$ cat config.mk
export PLATFORM = sky130hd
export DESIGN_NAME = balloon_wind_from_tracking_unit_flat
export DESIGN_NICKNAME = d
export VERILOG_FILES = /design/src/rtl/bwft_pkg.sv /design/src/rtl/bwft_if.sv /design/src/rtl/balloon_wind_from_tracking_unit.sv /design/src/flat_wrapper.sv
export SDC_FILE = /design/constraint.sdc
export NUM_CORES = 2
export LEC_CHECK = 0
export ABC_AREA = 1
export BUFFER_PORTS_ARGS = -buffer_cell sky130_fd_sc_hd__clkbuf_2
export CORE_MARGIN = 2
export CORE_UTILIZATION = 42
export DETAILED_ROUTE_END_ITERATION = 7
export GPL_TIMING_DRIVEN = 0
export MAX_ROUTING_LAYER = met4
export PLACE_DENSITY_LB_ADDON = 0.2
export SLEW_MARGIN = 20
export SYNTH_ARGS = -nofsm -noshare
export SYNTH_HDL_FRONTEND = slang
export SYNTH_SLANG_ARGS = --single-unit
$ cat constraint.sdc
create_clock -name clk -period 29.8 [get_ports clk]
set_clock_uncertainty 0.1 [all_clocks]
set_input_delay 2.98 -clock clk [delete_from_list [all_inputs] [get_ports clk]]
set_output_delay 2.98 -clock clk [all_outputs]
set_load 0.05 [all_outputs]
$ cat src/rtl/bwft_pkg.sv
// ----------------------------------------------------------------------------
// bwft_pkg
// Shared widths, status codes and CORDIC constants for the balloon wind
// finder.
// ----------------------------------------------------------------------------
package bwft_pkg;

    localparam int TIME_W   = 18;
    localparam int RANGE_W  = 18;
    localparam int ELEV_W   = 15;
    localparam int AZIM_W   = 16;
    localparam int HGT_W    = 19;
    localparam int SPEED_W  = 16;
    localparam int DIR_W    = 16;
    localparam int TSEC_W   = 17;
    localparam int STATUS_W = 2;

    localparam logic [STATUS_W-1:0] ST_OK    = 2'd0;
    localparam logic [STATUS_W-1:0] ST_FIRST = 2'd1;
    localparam logic [STATUS_W-1:0] ST_DTBAD = 2'd2;

    // multiplier operand and signed product widths
    localparam int MUL_AW = 41;
    localparam int MUL_BW = 33;
    localparam int MUL_PW = 74;

    // CORDIC start gain 0.60725 in Q30
    localparam logic signed [43:0] CORDIC_GAIN = 44'sd652032874;

    typedef logic [31:0] bang_t;

    function automatic bang_t atan_entry(input logic [4:0] idx);
        bang_t r;
        case (idx)
            5'd0:    r = 32'h20000000;
            5'd1:    r = 32'h12E4051E;
            5'd2:    r = 32'h09FB385B;
            5'd3:    r = 32'h051111D4;
            5'd4:    r = 32'h028B0D43;
            5'd5:    r = 32'h0145D7E1;
            5'd6:    r = 32'h00A2F61E;
            5'd7:    r = 32'h00517C55;
            5'd8:    r = 32'h0028BE53;
            5'd9:    r = 32'h00145F2F;
            5'd10:   r = 32'h000A2F98;
            5'd11:   r = 32'h000517CC;
            5'd12:   r = 32'h00028BE6;
            5'd13:   r = 32'h000145F3;
            5'd14:   r = 32'h0000A2FA;
            5'd15:   r = 32'h0000517D;
            5'd16:   r = 32'h000028BE;
            5'd17:   r = 32'h0000145F;
            5'd18:   r = 32'h00000A30;
            5'd19:   r = 32'h00000518;
            5'd20:   r = 32'h0000028C;
            5'd21:   r = 32'h00000146;
            5'd22:   r = 32'h000000A3;
            5'd23:   r = 32'h00000051;
            default: r = 32'h00000000;
        endcase
        return r;
    endfunction

    // saturate a product-sized value to 19-bit signed
    function automatic logic signed [18:0] clamp19(input logic signed [MUL_PW-1:0] v);
        logic signed [18:0] r;
        if (v > 74'sd262143)
            r = 19'sd262143;
        else if (v < -74'sd262144)
            r = -19'sd262144;
        else
            r = v[18:0];
        return r;
    endfunction

endpackage

$ cat src/rtl/bwft_if.sv
// ----------------------------------------------------------------------------
// bwft_if
// Valid/ready channels for tracking fixes and wind results.
// ----------------------------------------------------------------------------
interface bwft_fix_if;
    import bwft_pkg::*;
    logic                     valid;
    logic                     ready;
    logic                     start_of_sounding;
    logic [TIME_W-1:0]        time_hhmmss;
    logic [RANGE_W-1:0]       range_m;
    logic signed [ELEV_W-1:0] elevation_cdeg;
    logic [AZIM_W-1:0]        azimuth_cdeg;

    modport source (output valid, start_of_sounding, time_hhmmss, range_m,
                    elevation_cdeg, azimuth_cdeg, input ready);
    modport sink   (input valid, start_of_sounding, time_hhmmss, range_m,
                    elevation_cdeg, azimuth_cdeg, output ready);
endinterface

interface bwft_wind_if;
    import bwft_pkg::*;
    logic                    valid;
    logic                    ready;
    logic signed [HGT_W-1:0] height_m;
    logic [SPEED_W-1:0]      wind_speed_cms;
    logic [DIR_W-1:0]        wind_dir_cdeg;
    logic [TSEC_W-1:0]       time_s;
    logic [STATUS_W-1:0]     status;

    modport source (output valid, height_m, wind_speed_cms, wind_dir_cdeg, time_s,
                    status, input ready);
    modport sink   (input valid, height_m, wind_speed_cms, wind_dir_cdeg, time_s,
                    status, output ready);
endinterface

$ cat src/rtl/balloon_wind_from_tracking_unit.sv
// ----------------------------------------------------------------------------
// balloon_wind_from_tracking_unit
// Height, position and wind from successive balloon tracking fixes.
// ----------------------------------------------------------------------------
//  channel  dir  payload
//  fix      in   start_of_sounding, time_hhmmss, range_m, elevation_cdeg,
//                azimuth_cdeg
//  wind     out  height_m, wind_speed_cms, wind_dir_cdeg, time_s, status
//
//  One fix at a time. A fix runs two angle divisions, two CORDIC rotations
//  and four multiplies when it gives no wind, and with wind four more
//  multiplies, the square root, the speed divider and a CORDIC vectoring
//  pass. It uses the shared serial multiplier (one operand bit per cycle)
//  and the bit-serial angle divider. Time of day is converted alongside by
//  repeated subtraction. Reset clears the previous fix. The result register
//  frees the input side: the next fix is taken while a result waits; a
//  stalled result holds the unit only at its final write.
// ----------------------------------------------------------------------------
module balloon_wind_from_tracking_unit #(
    parameter int CORDIC_STEPS = 18
) (
    input  logic               clk,
    input  logic               rst_n,
    bwft_fix_if.sink           fix,
    bwft_wind_if.source        wind
);
    import bwft_pkg::*;

    localparam logic [3:0] S_IDLE   = 4'd0;
    localparam logic [3:0] S_BANG   = 4'd1;
    localparam logic [3:0] S_ROT    = 4'd2;
    localparam logic [3:0] S_MUL_LD = 4'd3;
    localparam logic [3:0] S_MUL    = 4'd4;
    localparam logic [3:0] S_MUL_WB = 4'd5;
    localparam logic [3:0] S_SQRT   = 4'd6;
    localparam logic [3:0] S_DIV    = 4'd7;
    localparam logic [3:0] S_VEC    = 4'd8;
    localparam logic [3:0] S_DONE   = 4'd9;

    localparam logic [2:0] M_HGT = 3'd0;
    localparam logic [2:0] M_HQ  = 3'd1;
    localparam logic [2:0] M_X   = 3'd2;
    localparam logic [2:0] M_Y   = 3'd3;
    localparam logic [2:0] M_DXX = 3'd4;
    localparam logic [2:0] M_DYY = 3'd5;
    localparam logic [2:0] M_CM  = 3'd6;
    localparam logic [2:0] M_DIR = 3'd7;

    localparam logic [1:0] TP_HR   = 2'd0;
    localparam logic [1:0] TP_MIN  = 2'd1;
    localparam logic [1:0] TP_DONE = 2'd2;

    localparam logic [5:0] BANG_LAST = 6'd47;
    localparam logic [5:0] MUL_LAST  = 6'(MUL_BW - 1);
    localparam logic [5:0] SQRT_LAST = 6'd26;
    localparam logic [5:0] DIV_LAST  = 6'd27;
    localparam logic [5:0] CORD_LAST = 6'(CORDIC_STEPS - 1);

    // control
    logic [3:0] state_reg, state_next;
    logic [5:0] cnt_reg, cnt_next;
    logic       pass_reg, pass_next;
    logic [2:0] mstep_reg, mstep_next;
    logic       vec_reg, vec_next;
    logic [1:0] tph_reg, tph_next;
    logic       out_valid_reg, out_valid_next;
    logic       have_prev_reg, have_prev_next;
    logic signed [18:0] prev_x_reg, prev_x_next;
    logic signed [18:0] prev_y_reg, prev_y_next;
    logic [16:0] prev_t_reg, prev_t_next;

    // payload
    logic        start_reg, start_next;
    logic [17:0] rng_reg, rng_next;
    logic [15:0] az_c_reg, az_c_next;
    logic [17:0] t_rem_reg, t_rem_next;
    logic [16:0] tsec_reg, tsec_next;
    logic [47:0] bg_n_reg, bg_n_next;
    logic [16:0] bg_rem_reg, bg_rem_next;
    logic [31:0] bg_q_reg, bg_q_next;
    logic signed [43:0] cx_reg, cx_next, cy_reg, cy_next;
    logic signed [33:0] cz_reg, cz_next;
    logic [1:0]  quad_reg, quad_next;
    logic signed [32:0] ce_reg, ce_next, se_reg, se_next;
    logic signed [32:0] ca_reg, ca_next, sa_reg, sa_next;
    logic [72:0] acc_reg, acc_next, ash_reg, ash_next;
    logic [32:0] bsh_reg, bsh_next;
    logic        neg_reg, neg_next;
    logic signed [18:0] hgt_reg, hgt_next, x_reg, x_next, y_reg, y_next;
    logic signed [32:0] hq_reg, hq_next;
    logic signed [19:0] dx_reg, dx_next, dy_reg, dy_next;
    logic [39:0] sq1_reg, sq1_next, d2_reg, d2_next;
    logic [53:0] sv_reg, sv_next, sres_reg, sres_next, sbit_reg, sbit_next;
    logic [27:0] dnum_reg, dnum_next, dq_reg, dq_next;
    logic [16:0] drem_reg, drem_next;
    logic [1:0]  status_reg, status_next;
    logic [15:0] speed_reg, speed_next, dir_reg, dir_next;
    logic signed [18:0] o_hgt_reg, o_hgt_next;
    logic [15:0] o_speed_reg, o_speed_next, o_dir_reg, o_dir_next;
    logic [16:0] o_tsec_reg, o_tsec_next;
    logic [1:0]  o_status_reg, o_status_next;

    // combinational helpers
    logic        accept;
    logic [15:0] el_c_in, az_c_in;
    logic [16:0] bg_r2;
    logic        bg_ge;
    logic [31:0] bg_q_nx, rot_sum, rot_rr;
    logic [1:0]  rot_q;
    logic [4:0]  iter;
    logic signed [43:0] xs, ys, cx_nx, cy_nx;
    logic signed [33:0] cz_nx, at_ext;
    logic        dpos;
    logic signed [32:0] mx, my, map_c, map_s;
    logic signed [40:0] ld_a;
    logic signed [32:0] ld_b;
    logic signed [MUL_PW-1:0] prod, r30, r18, r42, r32;
    logic signed [18:0] y_new;
    logic signed [19:0] dx_new, dy_new;
    logic signed [17:0] dt;
    logic        dt_bad;
    logic [53:0] sq_sum, sres_nx;
    logic        sq_ge;
    logic [17:0] dv_r2, dv_den;
    logic        dv_ge;
    logic [27:0] dq_nx;
    logic signed [43:0] vx0, vy0;

    assign accept   = fix.valid && fix.ready;
    assign fix.ready = (state_reg == S_IDLE);

    assign el_c_in = fix.elevation_cdeg[14]
                   ? 16'(17'd36000 + {{2{fix.elevation_cdeg[14]}}, fix.elevation_cdeg})
                   : {1'b0, fix.elevation_cdeg};
    assign az_c_in = (fix.azimuth_cdeg >= 16'd36000) ? fix.azimuth_cdeg - 16'd36000
                                                     : fix.azimuth_cdeg;

    // angle divider: one quotient bit per cycle
    assign bg_r2   = {bg_rem_reg[15:0], bg_n_reg[47]};
    assign bg_ge   = (bg_r2 >= 17'd36000);
    assign bg_q_nx = {bg_q_reg[30:0], bg_ge};
    assign rot_sum = bg_q_nx + 32'h2000_0000;
    assign rot_q   = rot_sum[31:30];
    assign rot_rr  = bg_q_nx - {rot_q, 30'd0};

    // shared CORDIC step
    assign iter   = cnt_reg[4:0];
    assign xs     = cx_reg >>> iter;
    assign ys     = cy_reg >>> iter;
    assign at_ext = $signed({2'b00, atan_entry(iter)});
    assign dpos   = vec_reg ? cy_reg[43] : ~cz_reg[33];
    assign cx_nx  = dpos ? cx_reg - ys : cx_reg + ys;
    assign cy_nx  = dpos ? cy_reg + xs : cy_reg - xs;
    assign cz_nx  = dpos ? cz_reg - at_ext : cz_reg + at_ext;
    assign mx     = cx_nx[32:0];
    assign my     = cy_nx[32:0];

    always_comb
    begin
        case (quad_reg)
            2'd0:
            begin
                map_c = mx;
                map_s = my;
            end
            2'd1:
            begin
                map_c = -my;
                map_s = mx;
            end
            2'd2:
            begin
                map_c = -mx;
                map_s = -my;
            end
            default:
            begin
                map_c = my;
                map_s = -mx;
            end
        endcase
    end

    // multiplier operand select
    always_comb
    begin
        case (mstep_reg)
            M_HGT:
            begin
                ld_a = $signed({23'd0, rng_reg});
                ld_b = se_reg;
            end
            M_HQ:
            begin
                ld_a = $signed({23'd0, rng_reg});
                ld_b = ce_reg;
            end
            M_X:
            begin
                ld_a = 41'(hq_reg);
                ld_b = sa_reg;
            end
            M_Y:
            begin
                ld_a = 41'(hq_reg);
                ld_b = ca_reg;
            end
            M_DXX:
            begin
                ld_a = 41'(dx_reg);
                ld_b = 33'(dx_reg);
            end
            M_DYY:
            begin
                ld_a = 41'(dy_reg);
                ld_b = 33'(dy_reg);
            end
            M_CM:
            begin
                ld_a = $signed({1'b0, d2_reg});
                ld_b = 33'sd10000;
            end
            default:
            begin
                ld_a = $signed({9'd0, cz_reg[31:0]});
                ld_b = 33'sd36000;
            end
        endcase
    end

    assign prod = neg_reg ? -$signed({1'b0, acc_reg}) : $signed({1'b0, acc_reg});
    assign r30  = (prod + (74'sd1 <<< 29)) >>> 30;
    assign r18  = (prod + (74'sd1 <<< 17)) >>> 18;
    assign r42  = (prod + (74'sd1 <<< 41)) >>> 42;
    assign r32  = (prod + (74'sd1 <<< 31)) >>> 32;

    assign y_new  = clamp19(r42);
    assign dx_new = 20'(x_reg) - 20'(prev_x_reg);
    assign dy_new = 20'(y_new) - 20'(prev_y_reg);
    assign dt     = $signed({1'b0, tsec_reg}) - $signed({1'b0, prev_t_reg});
    assign dt_bad = dt[17] || (dt == 18'sd0);

    // square root, one result bit per cycle
    assign sq_sum  = sres_reg + sbit_reg;
    assign sq_ge   = (sv_reg >= sq_sum);
    assign sres_nx = sq_ge ? (sres_reg >> 1) + sbit_reg : (sres_reg >> 1);

    // speed divider, one quotient bit per cycle
    assign dv_den = {1'b0, dt[16:0]};
    assign dv_r2  = {drem_reg, dnum_reg[27]};
    assign dv_ge  = (dv_r2 >= dv_den);
    assign dq_nx  = {dq_reg[26:0], dv_ge};

    assign vx0 = 44'(dy_reg) <<< 20;
    assign vy0 = 44'(dx_reg) <<< 20;

    always_comb
    begin
        state_next     = state_reg;
        cnt_next       = cnt_reg + 6'd1;
        pass_next      = pass_reg;
        mstep_next     = mstep_reg;
        vec_next       = vec_reg;
        tph_next       = tph_reg;
        out_valid_next = out_valid_reg && !wind.ready;
        have_prev_next = have_prev_reg;
        prev_x_next    = prev_x_reg;
        prev_y_next    = prev_y_reg;
        prev_t_next    = prev_t_reg;
        start_next     = start_reg;
        rng_next       = rng_reg;
        az_c_next      = az_c_reg;
        t_rem_next     = t_rem_reg;
        tsec_next      = tsec_reg;
        bg_n_next      = bg_n_reg;
        bg_rem_next    = bg_rem_reg;
        bg_q_next      = bg_q_reg;
        cx_next        = cx_reg;
        cy_next        = cy_reg;
        cz_next        = cz_reg;
        quad_next      = quad_reg;
        ce_next        = ce_reg;
        se_next        = se_reg;
        ca_next        = ca_reg;
        sa_next        = sa_reg;
        acc_next       = acc_reg;
        ash_next       = ash_reg;
        bsh_next       = bsh_reg;
        neg_next       = neg_reg;
        hgt_next       = hgt_reg;
        hq_next        = hq_reg;
        x_next         = x_reg;
        y_next         = y_reg;
        dx_next        = dx_reg;
        dy_next        = dy_reg;
        sq1_next       = sq1_reg;
        d2_next        = d2_reg;
        sv_next        = sv_reg;
        sres_next      = sres_reg;
        sbit_next      = sbit_reg;
        dnum_next      = dnum_reg;
        drem_next      = drem_reg;
        dq_next        = dq_reg;
        status_next    = status_reg;
        speed_next     = speed_reg;
        dir_next       = dir_reg;
        o_hgt_next     = o_hgt_reg;
        o_speed_next   = o_speed_reg;
        o_dir_next     = o_dir_reg;
        o_tsec_next    = o_tsec_reg;
        o_status_next  = o_status_reg;

        // time of day: strip hours, then minutes
        case (tph_reg)
            TP_HR:
            begin
                if (t_rem_reg >= 18'd10000)
                begin
                    t_rem_next = t_rem_reg - 18'd10000;
                    tsec_next  = tsec_reg + 17'd3600;
                end
                else
                begin
                    tph_next = TP_MIN;
                end
            end
            TP_MIN:
            begin
                if (t_rem_reg >= 18'd100)
                begin
                    t_rem_next = t_rem_reg - 18'd100;
                    tsec_next  = tsec_reg + 17'd60;
                end
                else
                begin
                    tsec_next = tsec_reg + {10'd0, t_rem_reg[6:0]};
                    tph_next  = TP_DONE;
                end
            end
            default:
            begin
                tph_next = tph_reg;
            end
        endcase

        case (state_reg)
            S_IDLE:
            begin
                if (accept)
                begin
                    start_next  = fix.start_of_sounding;
                    rng_next    = fix.range_m;
                    az_c_next   = az_c_in;
                    t_rem_next  = fix.time_hhmmss;
                    tsec_next   = '0;
                    tph_next    = TP_HR;
                    bg_n_next   = {el_c_in, 32'd18000};
                    bg_rem_next = '0;
                    pass_next   = 1'b0;
                    cnt_next    = '0;
                    state_next  = S_BANG;
                end
            end
            S_BANG:
            begin
                bg_rem_next = bg_ge ? bg_r2 - 17'd36000 : bg_r2;
                bg_q_next   = bg_q_nx;
                bg_n_next   = {bg_n_reg[46:0], 1'b0};
                if (cnt_reg == BANG_LAST)
                begin
                    cx_next    = CORDIC_GAIN;
                    cy_next    = '0;
                    cz_next    = {{2{rot_rr[31]}}, rot_rr};
                    quad_next  = rot_q;
                    vec_next   = 1'b0;
                    cnt_next   = '0;
                    state_next = S_ROT;
                end
            end
            S_ROT:
            begin
                cx_next = cx_nx;
                cy_next = cy_nx;
                cz_next = cz_nx;
                if (cnt_reg == CORD_LAST)
                begin
                    cnt_next = '0;
                    if (!pass_reg)
                    begin
                        ce_next     = map_c;
                        se_next     = map_s;
                        bg_n_next   = {az_c_reg, 32'd18000};
                        bg_rem_next = '0;
                        pass_next   = 1'b1;
                        state_next  = S_BANG;
                    end
                    else
                    begin
                        ca_next    = map_c;
                        sa_next    = map_s;
                        mstep_next = M_HGT;
                        state_next = S_MUL_LD;
                    end
                end
            end
            S_MUL_LD:
            begin
                acc_next   = '0;
                ash_next   = {32'd0, ld_a[40] ? 41'(-ld_a) : 41'(ld_a)};
                bsh_next   = ld_b[32] ? 33'(-ld_b) : 33'(ld_b);
                neg_next   = ld_a[40] ^ ld_b[32];
                cnt_next   = '0;
                state_next = S_MUL;
            end
            S_MUL:
            begin
                if (bsh_reg[0])
                    acc_next = acc_reg + ash_reg;
                ash_next = {ash_reg[71:0], 1'b0};
                bsh_next = {1'b0, bsh_reg[32:1]};
                if (cnt_reg == MUL_LAST)
                    state_next = S_MUL_WB;
            end
            S_MUL_WB:
            begin
                mstep_next = mstep_reg + 3'd1;
                state_next = S_MUL_LD;
                case (mstep_reg)
                    M_HGT: hgt_next = clamp19(r30);
                    M_HQ:  hq_next  = r18[32:0];
                    M_X:   x_next   = clamp19(r42);
                    M_Y:
                    begin
                        y_next     = y_new;
                        dx_next    = dx_new;
                        dy_next    = dy_new;
                        speed_next = '0;
                        dir_next   = '0;
                        if (start_reg || !have_prev_reg)
                        begin
                            status_next = ST_FIRST;
                            state_next  = S_DONE;
                        end
                        else if (dt_bad)
                        begin
                            status_next = ST_DTBAD;
                            state_next  = S_DONE;
                        end
                        else
                        begin
                            status_next = ST_OK;
                            if (dx_new == 20'sd0 && dy_new == 20'sd0)
                                state_next = S_DONE;
                        end
                    end
                    M_DXX: sq1_next = prod[39:0];
                    M_DYY: d2_next  = sq1_reg + prod[39:0];
                    M_CM:
                    begin
                        sv_next    = prod[53:0];
                        sres_next  = '0;
                        sbit_next  = 54'd1 << 52;
                        cnt_next   = '0;
                        state_next = S_SQRT;
                    end
                    default:
                    begin
                        dir_next   = (r32[16:0] >= 17'd36000) ? 16'd0 : r32[15:0];
                        state_next = S_DONE;
                    end
                endcase
            end
            S_SQRT:
            begin
                if (sq_ge)
                    sv_next = sv_reg - sq_sum;
                sres_next = sres_nx;
                sbit_next = sbit_reg >> 2;
                if (cnt_reg == SQRT_LAST)
                begin
                    dnum_next  = {1'b0, sres_nx[26:0]} + {12'd0, dt[16:1]};
                    drem_next  = '0;
                    cnt_next   = '0;
                    state_next = S_DIV;
                end
            end
            S_DIV:
            begin
                drem_next = 17'(dv_ge ? dv_r2 - dv_den : dv_r2);
                dq_next   = dq_nx;
                dnum_next = {dnum_reg[26:0], 1'b0};
                if (cnt_reg == DIV_LAST)
                begin
                    speed_next = (|dq_nx[27:16]) ? 16'hFFFF : dq_nx[15:0];
                    // fold the vector into the right half plane first
                    if (dy_reg[19])
                    begin
                        cx_next = -vx0;
                        cy_next = -vy0;
                        cz_next = 34'h0_8000_0000;
                    end
                    else
                    begin
                        cx_next = vx0;
                        cy_next = vy0;
                        cz_next = '0;
                    end
                    vec_next   = 1'b1;
                    cnt_next   = '0;
                    state_next = S_VEC;
                end
            end
            S_VEC:
            begin
                cx_next = cx_nx;
                cy_next = cy_nx;
                cz_next = cz_nx;
                if (cnt_reg == CORD_LAST)
                begin
                    mstep_next = M_DIR;
                    state_next = S_MUL_LD;
                end
            end
            S_DONE:
            begin
                if (!out_valid_reg || wind.ready)
                begin
                    out_valid_next = 1'b1;
                    o_hgt_next     = hgt_reg;
                    o_speed_next   = speed_reg;
                    o_dir_next     = dir_reg;
                    o_tsec_next    = tsec_reg;
                    o_status_next  = status_reg;
                    prev_x_next    = x_reg;
                    prev_y_next    = y_reg;
                    prev_t_next    = tsec_reg;
                    have_prev_next = 1'b1;
                    state_next     = S_IDLE;
                end
            end
            default:
            begin
                state_next = S_IDLE;
            end
        endcase
    end

    always_ff @(posedge clk or negedge rst_n)
    begin
        if (!rst_n)
        begin
            state_reg     <= S_IDLE;
            cnt_reg       <= '0;
            pass_reg      <= 1'b0;
            mstep_reg     <= M_HGT;
            vec_reg       <= 1'b0;
            tph_reg       <= TP_DONE;
            out_valid_reg <= 1'b0;
            have_prev_reg <= 1'b0;
            prev_x_reg    <= '0;
            prev_y_reg    <= '0;
            prev_t_reg    <= '0;
        end
        else
        begin
            state_reg     <= state_next;
            cnt_reg       <= cnt_next;
            pass_reg      <= pass_next;
            mstep_reg     <= mstep_next;
            vec_reg       <= vec_next;
            tph_reg       <= tph_next;
            out_valid_reg <= out_valid_next;
            have_prev_reg <= have_prev_next;
            prev_x_reg    <= prev_x_next;
            prev_y_reg    <= prev_y_next;
            prev_t_reg    <= prev_t_next;
        end
    end

    always_ff @(posedge clk)
    begin
        start_reg    <= start_next;
        rng_reg      <= rng_next;
        az_c_reg     <= az_c_next;
        t_rem_reg    <= t_rem_next;
        tsec_reg     <= tsec_next;
        bg_n_reg     <= bg_n_next;
        bg_rem_reg   <= bg_rem_next;
        bg_q_reg     <= bg_q_next;
        cx_reg       <= cx_next;
        cy_reg       <= cy_next;
        cz_reg       <= cz_next;
        quad_reg     <= quad_next;
        ce_reg       <= ce_next;
        se_reg       <= se_next;
        ca_reg       <= ca_next;
        sa_reg       <= sa_next;
        acc_reg      <= acc_next;
        ash_reg      <= ash_next;
        bsh_reg      <= bsh_next;
        neg_reg      <= neg_next;
        hgt_reg      <= hgt_next;
        hq_reg       <= hq_next;
        x_reg        <= x_next;
        y_reg        <= y_next;
        dx_reg       <= dx_next;
        dy_reg       <= dy_next;
        sq1_reg      <= sq1_next;
        d2_reg       <= d2_next;
        sv_reg       <= sv_next;
        sres_reg     <= sres_next;
        sbit_reg     <= sbit_next;
        dnum_reg     <= dnum_next;
        drem_reg     <= drem_next;
        dq_reg       <= dq_next;
        status_reg   <= status_next;
        speed_reg    <= speed_next;
        dir_reg      <= dir_next;
        o_hgt_reg    <= o_hgt_next;
        o_speed_reg  <= o_speed_next;
        o_dir_reg    <= o_dir_next;
        o_tsec_reg   <= o_tsec_next;
        o_status_reg <= o_status_next;
    end

    assign wind.valid          = out_valid_reg;
    assign wind.height_m       = o_hgt_reg;
    assign wind.wind_speed_cms = o_speed_reg;
    assign wind.wind_dir_cdeg  = o_dir_reg;
    assign wind.time_s         = o_tsec_reg;
    assign wind.status         = o_status_reg;

    a_busy_not_ready: assert property (@(posedge clk) disable iff (!rst_n)
        state_reg != S_IDLE |-> !fix.ready)
        else $error("fix channel ready while a transaction is in flight");

    a_accept_starts: assert property (@(posedge clk) disable iff (!rst_n)
        accept |=> state_reg == S_BANG)
        else $error("accepted fix did not start the angle divider");

    a_time_ready: assert property (@(posedge clk) disable iff (!rst_n)
        state_reg == S_DONE |-> tph_reg == TP_DONE)
        else $error("time conversion unfinished at result write");

    a_no_wind_flagged: assert property (@(posedge clk) disable iff (!rst_n)
        wind.valid && wind.status != ST_OK |->
            wind.wind_speed_cms == 16'd0 && wind.wind_dir_cdeg == 16'd0)
        else $error("flagged result carries wind");

    a_dir_range: assert property (@(posedge clk) disable iff (!rst_n)
        wind.valid |-> wind.wind_dir_cdeg < 16'd36000)
        else $error("direction out of range");

endmodule

$ cat src/flat_wrapper.sv
// flat-port wrapper written by rule: the top's interface ports become plain ports
module balloon_wind_from_tracking_unit_flat import bwft_pkg::*;
#(
    parameter int CORDIC_STEPS = 18
)
  (clk, rst_n, fix_valid, fix_start_of_sounding, fix_time_hhmmss, fix_range_m, fix_elevation_cdeg, fix_azimuth_cdeg, fix_ready, wind_valid, wind_height_m, wind_wind_speed_cms, wind_wind_dir_cdeg, wind_time_s, wind_status, wind_ready);
  bwft_fix_if fix_i ();
  bwft_wind_if wind_i ();
  input  logic clk;
  input  logic rst_n;
  input wire logic [$bits(fix_i.valid)-1:0] fix_valid;
  input wire logic [$bits(fix_i.start_of_sounding)-1:0] fix_start_of_sounding;
  input wire logic [$bits(fix_i.time_hhmmss)-1:0] fix_time_hhmmss;
  input wire logic [$bits(fix_i.range_m)-1:0] fix_range_m;
  input wire logic [$bits(fix_i.elevation_cdeg)-1:0] fix_elevation_cdeg;
  input wire logic [$bits(fix_i.azimuth_cdeg)-1:0] fix_azimuth_cdeg;
  output wire logic [$bits(fix_i.ready)-1:0] fix_ready;
  output wire logic [$bits(wind_i.valid)-1:0] wind_valid;
  output wire logic [$bits(wind_i.height_m)-1:0] wind_height_m;
  output wire logic [$bits(wind_i.wind_speed_cms)-1:0] wind_wind_speed_cms;
  output wire logic [$bits(wind_i.wind_dir_cdeg)-1:0] wind_wind_dir_cdeg;
  output wire logic [$bits(wind_i.time_s)-1:0] wind_time_s;
  output wire logic [$bits(wind_i.status)-1:0] wind_status;
  input wire logic [$bits(wind_i.ready)-1:0] wind_ready;
  assign fix_i.valid = fix_valid;
  assign fix_i.start_of_sounding = fix_start_of_sounding;
  assign fix_i.time_hhmmss = fix_time_hhmmss;
  assign fix_i.range_m = fix_range_m;
  assign fix_i.elevation_cdeg = fix_elevation_cdeg;
  assign fix_i.azimuth_cdeg = fix_azimuth_cdeg;
  assign fix_ready = fix_i.ready;
  assign wind_valid = wind_i.valid;
  assign wind_height_m = wind_i.height_m;
  assign wind_wind_speed_cms = wind_i.wind_speed_cms;
  assign wind_wind_dir_cdeg = wind_i.wind_dir_cdeg;
  assign wind_time_s = wind_i.time_s;
  assign wind_status = wind_i.status;
  assign wind_i.ready = wind_ready;
  balloon_wind_from_tracking_unit #(.CORDIC_STEPS(CORDIC_STEPS)) u_core (.clk(clk), .rst_n(rst_n), .fix(fix_i), .wind(wind_i));
endmodule
---- Word-level counts from Yosys, hierarchy flattened ----
Memory sizes are Yosys's and may differ from the RTL's.
Cells that the tools add are included.
storage, ports and cells
  register bits ........................... 1223
  output and inout port bits .............. 72
  memories ................................ 1
  word-level logic and storage cells ...... 310
  ROM bits ................................ 960
cells by class
  reductions and logical operators ........ 54
  eq/ne operators ......................... 37
  multiplexer cells ....................... 109
  add/sub/neg operators ................... 39
  order comparisons ....................... 11
  shift-type cells ........................ 2
  bitwise gates (word level) .............. 4
memory list
  memory            words  bits a word  rd ports  clocked after Yosys merged registers in  write ports  line            source
  (name not given)  32     30           1         0                                        0            bwft_pkg.sv:34  case (idx)
operator list
  operator                  count
  $mux W44                  8
  $pmux W54 S2              3
  $pmux W73 S2              2
  $mux W54                  5
  $pmux W44 S3              2
  $pmux W33 S7              1
  $pmux W41 S5              1
  $pmux W33 S3              2
  $mux W16                  10
  $mux W48                  3
  $pmux W48 S3              1
  $mux W17                  6
  $mux W34                  3
  $pmux W34 S3              1
  $neg A33 Y33              3
  $add A44 B44 Y44          2
  $neg A40 Y44              2
  $sshr A44 B5 Y44          2
  $sub A44 B44 Y44          2
  $add A74 B31 Y74 const B  1
  $add A74 B43 Y74 const B  1
  $mux W74                  1
  $neg A73 Y74              1
  $add A73 B73 Y73          1
  other kinds (91)          192

---- Depth between registers and ports, before layout ----
  depth in word-level cells ............... 14
  mapped depth ............................ 57
  mapped depth without buffers ............ 57

---- Worst setup path after synthesis ----
No wires, ideal clock.
  path type ............................... input to register
  from .................................... input port fix_valid
  to ...................................... register u_core.bg_n_reg[10], enable pin
  data arrival time ....................... 12.385 ns
  path slack .............................. 16.517 ns
  cell stages on the path ................. 2
  required time ........................... 28.902 ns
  path buffers ............................ 0
  cells stage by stage .................... nor2_1 -> a2111oi_0
between the ends
  cells in the longest elaborated chain, start to end .. 3
RTL lines
  element                             line                                    source
  from (decl)                         flat_wrapper.sv:11                      input wire logic [$bits(fix_i.valid)-1:0] fix_valid;
  $logic_and A1 B1 Y1                 balloon_wind_from_tracking_unit.sv:129  assign accept = fix.valid && fix.ready;
  $ne A2 B2 Y1 (no source line)       -
  $reduce_and A4 Y1 (no source line)  -
  to (signal assigned)                balloon_wind_from_tracking_unit.sv:587  bg_n_reg <= bg_n_next;
  to (decl)                           balloon_wind_from_tracking_unit.sv:78   logic [47:0] bg_n_reg, bg_n_next;
Every way passes these cells.
A chain may end at the register's enable or synchronous reset.

---- Final worst setup path ----
  from .................................... register u_core.sres_reg[6]
  to ...................................... register u_core.dnum_reg[22] (data pin)
between the ends
  cells in the longest elaborated chain, start to end .. 6
  elaborated cells on any way between the ends .. 7
RTL lines
  element                         line                                    source
  from (decl)                     balloon_wind_from_tracking_unit.sv:93   logic [53:0] sv_reg, sv_next, sres_reg, sres_next, sbit_reg, sbit_next;
  from (signal assigned)          balloon_wind_from_tracking_unit.sv:611  sres_reg <= sres_next;
  $add A54 B54 Y54                balloon_wind_from_tracking_unit.sv:244  assign sq_sum = sres_reg + sbit_reg;
  $ge A54 B54 Y1                  balloon_wind_from_tracking_unit.sv:245  assign sq_ge = (sv_reg >= sq_sum);
  $mux W54                        balloon_wind_from_tracking_unit.sv:246  assign sres_nx = sq_ge ? (sres_reg >> 1) + sbit_reg : (sres_reg >> 1);
  named net u_core.sres_nx[2]     balloon_wind_from_tracking_unit.sv:122  logic [53:0] sq_sum, sres_nx;
  $add A27 B16 Y28                balloon_wind_from_tracking_unit.sv:481  dnum_next = {1'b0, sres_nx[26:0]} + {12'd0, dt[16:1]};
  $mux W28                        balloon_wind_from_tracking_unit.sv:479  if (cnt_reg == SQRT_LAST)
  $pmux W28 S2                    balloon_wind_from_tracking_unit.sv:346  case (state_reg)
  named net u_core.dnum_next[22]  balloon_wind_from_tracking_unit.sv:94   logic [27:0] dnum_reg, dnum_next, dq_reg, dq_next;
  to (signal assigned)            balloon_wind_from_tracking_unit.sv:613  dnum_reg <= dnum_next;
  to (decl)                       balloon_wind_from_tracking_unit.sv:94
The timed path passes the listed nets, and every way through them passes these cells. The select of a mux whose other input is x is not followed.

==> results by group <==
Outcome
  • Status: complete, no violations

Global routing
  • Largest net degree at the start of global routing: 75
  • Antenna violations before repair: 21
  • Vias in the first global route: 85302
  • Total congestion overflow: 0
  • First-pass GRT wire length: 584 mm
  • All-Layer GR Usage: 36.9%

Setup path
  • Max stage delay on crit path: 0.57 ns
  • Crit-path slowest cell: clkbuf_1
  • Critical Path AT: 10.85 ns
  • Buf+Inv Stages, Crit Path: 5
  • Highest net fanout along the worst path: 10
  • Reg-to-reg startpoint: u_core.sres_reg[6]$_SDFFCE_PN0P_
  • Crit path max-delay family: compound AO/OA/AOI/OAI gates
  • Worst r2r path cells: 43
  • WS Path Type: reg -> reg
  • Most frequent CP cell: nand2_1
  • Reg-to-Reg End: u_core.dnum_reg[22]$_DFFE_PP_
  • R2R setup slack: 19.45 ns
  • Critical Path RT: 30.30 ns
  • Startpoint types: register
  • Worst setup EP type: register

CTS
  • CTS tree: yes
  • CTS clk-pin slew, worst paths: 0.06 ns
  • Sinks on Clock Net: 1192
  • Root Buffer: clkbuf_16
  • Htree depth: 4
  • CTS Hold Buffers Added: 0
  • Total CTS buffers: 143
  • Post-CTS Setup Inserts: 0
  • Post-CTS Resized: 0
  • Max Root-Sink Buffers: 3
  • Clock Latency Late Sink: 0.85 ns

Floorplanning
  • Core area: 0.217 mm2
  • Die height: 472 um
  • Starting Density: 42.3%
  • Io pins: 144
  • Die ar.: 0.223 mm2
  • Die width: 472 um
  • # rows: 171

Synthesis
  • Synth cell types: 85
  • Post-synth top cells: nand2_1 (3007), inv_1 (1550), nor2_1 (1431), o21ai_0 (1096), edfxtp_1 (1085)
  • Post-synthesis cell area: 0.0920 mm2
  • Largest cells by area after synthesis: edfxtp_1 (35%), nand2_1 (12%), ha_1 (6.5%)
  • Ys flop type: edfxtp_1
  • Most frequent cell after synthesis: nand2_1
  • Post-synthesis sequential area ratio: 38.2%
  • #FFs+latches synth: 1192
  • EDFF count, synth: 1085
  • Ys async rst share: 6.21%
  • Post-synth top area share: 35.4%
  • Avg Cell Area, Syn: 7.44 um2
  • Area leader, netlist: edfxtp_1
  • Synth warn: 0
  • Post-synth net total: 12917
  • Syn Inst Count: 12358

STA
  • Final setup vio count: 0
  • FMAX: 96.6 MHz
  • Final min period: 10.35 ns
  • Sum Neg Setup Slack: 0 ns
  • Worst-Margin Slew: 1.25 ns
  • RSZ-0062 raised after global routing: no
  • Final Max Tran Viols: 0
  • Slew margin rel.: 15.8%
  • Ratio of final minimum period to clock period: 34.7%
  • Final hold violations: 0

Worst hold path
  • Hold Startpoint: u_core.dir_reg[11]$_SDFFCE_PP0P_
  • Hold path depth: 0
  • Hold EP: u_core.wind.wind_dir_cdeg[11]$_DFFE_PP_
  • Hold crit path type: reg -> reg

Finish
  • Fin nets: 13263
  • P&R area growth vs syn: 11.3%
  • Fill count: 22018
  • Register area: 0.0351 mm2
  • Share of cells above drive strength 1: 6.18%
  • Final core occ: 47.1%
  • Area of the multi-input gates: 0.0498 mm2
  • Final Cell Area: 0.102 mm2

Drt
  • Routed vias/inst: 5.73
  • Antenna-violating nets left: 0
  • Highest metal used: met4
  • Routed vias: 89890
  • Final wirelength: 410 mm
  • Initial DRC Count: 9260
  • Post-detailed-route wirelength per cell: 26.1 um
  • Wire length on met3: 25.3 mm
  • TritonRoute pass-1 iters: 8
  • Met2 Routed Length: 190 mm
  • Wire length on met1: 167 mm
  • # DRC: 0

Placed design
  • Post-Place Cell Area: 0.0974 mm2
  • IO buf count: 142
  • RD Place Congestion: 1.07
  • Hpwl dp: 337 mm

Run
  • Max Cap Viol: 0
-- layer usage --
layer | up-vias | GRT usage (%)
met5 | - | -
met3 | 821 | 4.10
met1 | 43134 | 45.1
li1 | 42294 | -
met2 | 3641 | 59.5
met4 | 0 | 20.6
-- kinds of logic after synthesis --
| logic type | Yosys count | share of synthesized area (%) |
|---|---|---|
| flops | 1192 | 38.2 |
| mux | 32 | 0.348 |
| xor+xnor | 611 | 5.84 |
| compound gates | 2532 | 15.5 |
| simple gates | 5607 | 25.5 |
| fa+ha+maj | 487 | 6.72 |
| buf+inv | 1897 | 7.94 |
-- per-stage QoR --
step | hold slack (ns) | cells | worst slack, ns
2_1_floorplan | 0.300 | 12358 | 16.52
3_3_place_gp | 0.302 | 15354 | 11.21
4_1_cts | 0.321 | 15676 | 19.66
3_5_place_dp | 0.305 | 15412 | 19.68
5_1_grt | 0.333 | 15692 | 18.59
6_report | 0.320 | 15695 | 19.45
-- how the worst max path moves through the flow --
stage | start | end | cells past startpoint
after floorplan | fix_valid | u_core.bg_n_reg[10]$_DFFE_PP_ | 2
after global placement | u_core.cnt_reg[4]$_DFF_PN0_ | u_core.bg_n_reg[23]$_DFFE_PP_ | 10
after detailed placement | u_core.sres_reg[6]$_SDFFCE_PN0P_ | u_core.dnum_reg[22]$_DFFE_PP_ | 43
after CTS | u_core.sres_reg[6]$_SDFFCE_PN0P_ | u_core.dnum_reg[22]$_DFFE_PP_ | 43
after global routing | u_core.sres_reg[6]$_SDFFCE_PN0P_ | u_core.dnum_reg[22]$_DFFE_PP_ | 43
final | u_core.sres_reg[6]$_SDFFCE_PN0P_ | u_core.dnum_reg[22]$_DFFE_PP_ | 43
-- layout make-up --
cell class,instances,area share [%]
multi-input cells,9269,48.6
flip-flops and latches,1192,34.3
inverters,1581,5.80
clock buffers,168,3.62
well taps,2854,3.49
repair buffers,201,1.62
plain buffers,316,1.36
clock inverters,96,1.21
diodes,18,0.0440
-- placed cells by master (no fill, tap or decap), types with 40 or more instances in the layout --
| master | synthesis | routed |
|---|---|---|
| nand2_1 | 3007 | 3005 |
| inv_1 | 1550 | 1549 |
| nor2_1 | 1431 | 1420 |
| edfxtp_1 | 1085 | 1085 |
| o21ai_0 | 1096 | 1080 |
| a21oi_1 | 776 | 775 |
| nand3_1 | 536 | 536 |
| ha_1 | 475 | 475 |
| xor2_1 | 423 | 422 |
| clkbuf_1 | 198 | 203 |
| xnor2_1 | 185 | 182 |
| nand4_1 | 158 | 158 |
| clkbuf_2 | 0 | 154 |
| nor3_1 | 154 | 152 |
| clkbuf_16 | 0 | 143 |
| a31oi_1 | 107 | 107 |
| o21a_1 | 84 | 84 |
| dfrtp_1 | 73 | 73 |
| or2_2 | 66 | 66 |
| buf_2 | 46 | 62 |
| nor2_2 | 54 | 59 |
| o22ai_1 | 56 | 56 |
| o211ai_1 | 52 | 52 |
| nor4_1 | 52 | 51 |
| o21ai_1 | 37 | 50 |
| a211oi_1 | 47 | 47 |
| buf_1 | 51 | 46 |
| nand2_2 | 40 | 40 |
Power is left out: the tool's default activity adds up to more than one toggle a clock period on the data nets, which glitch-free logic cannot reach.
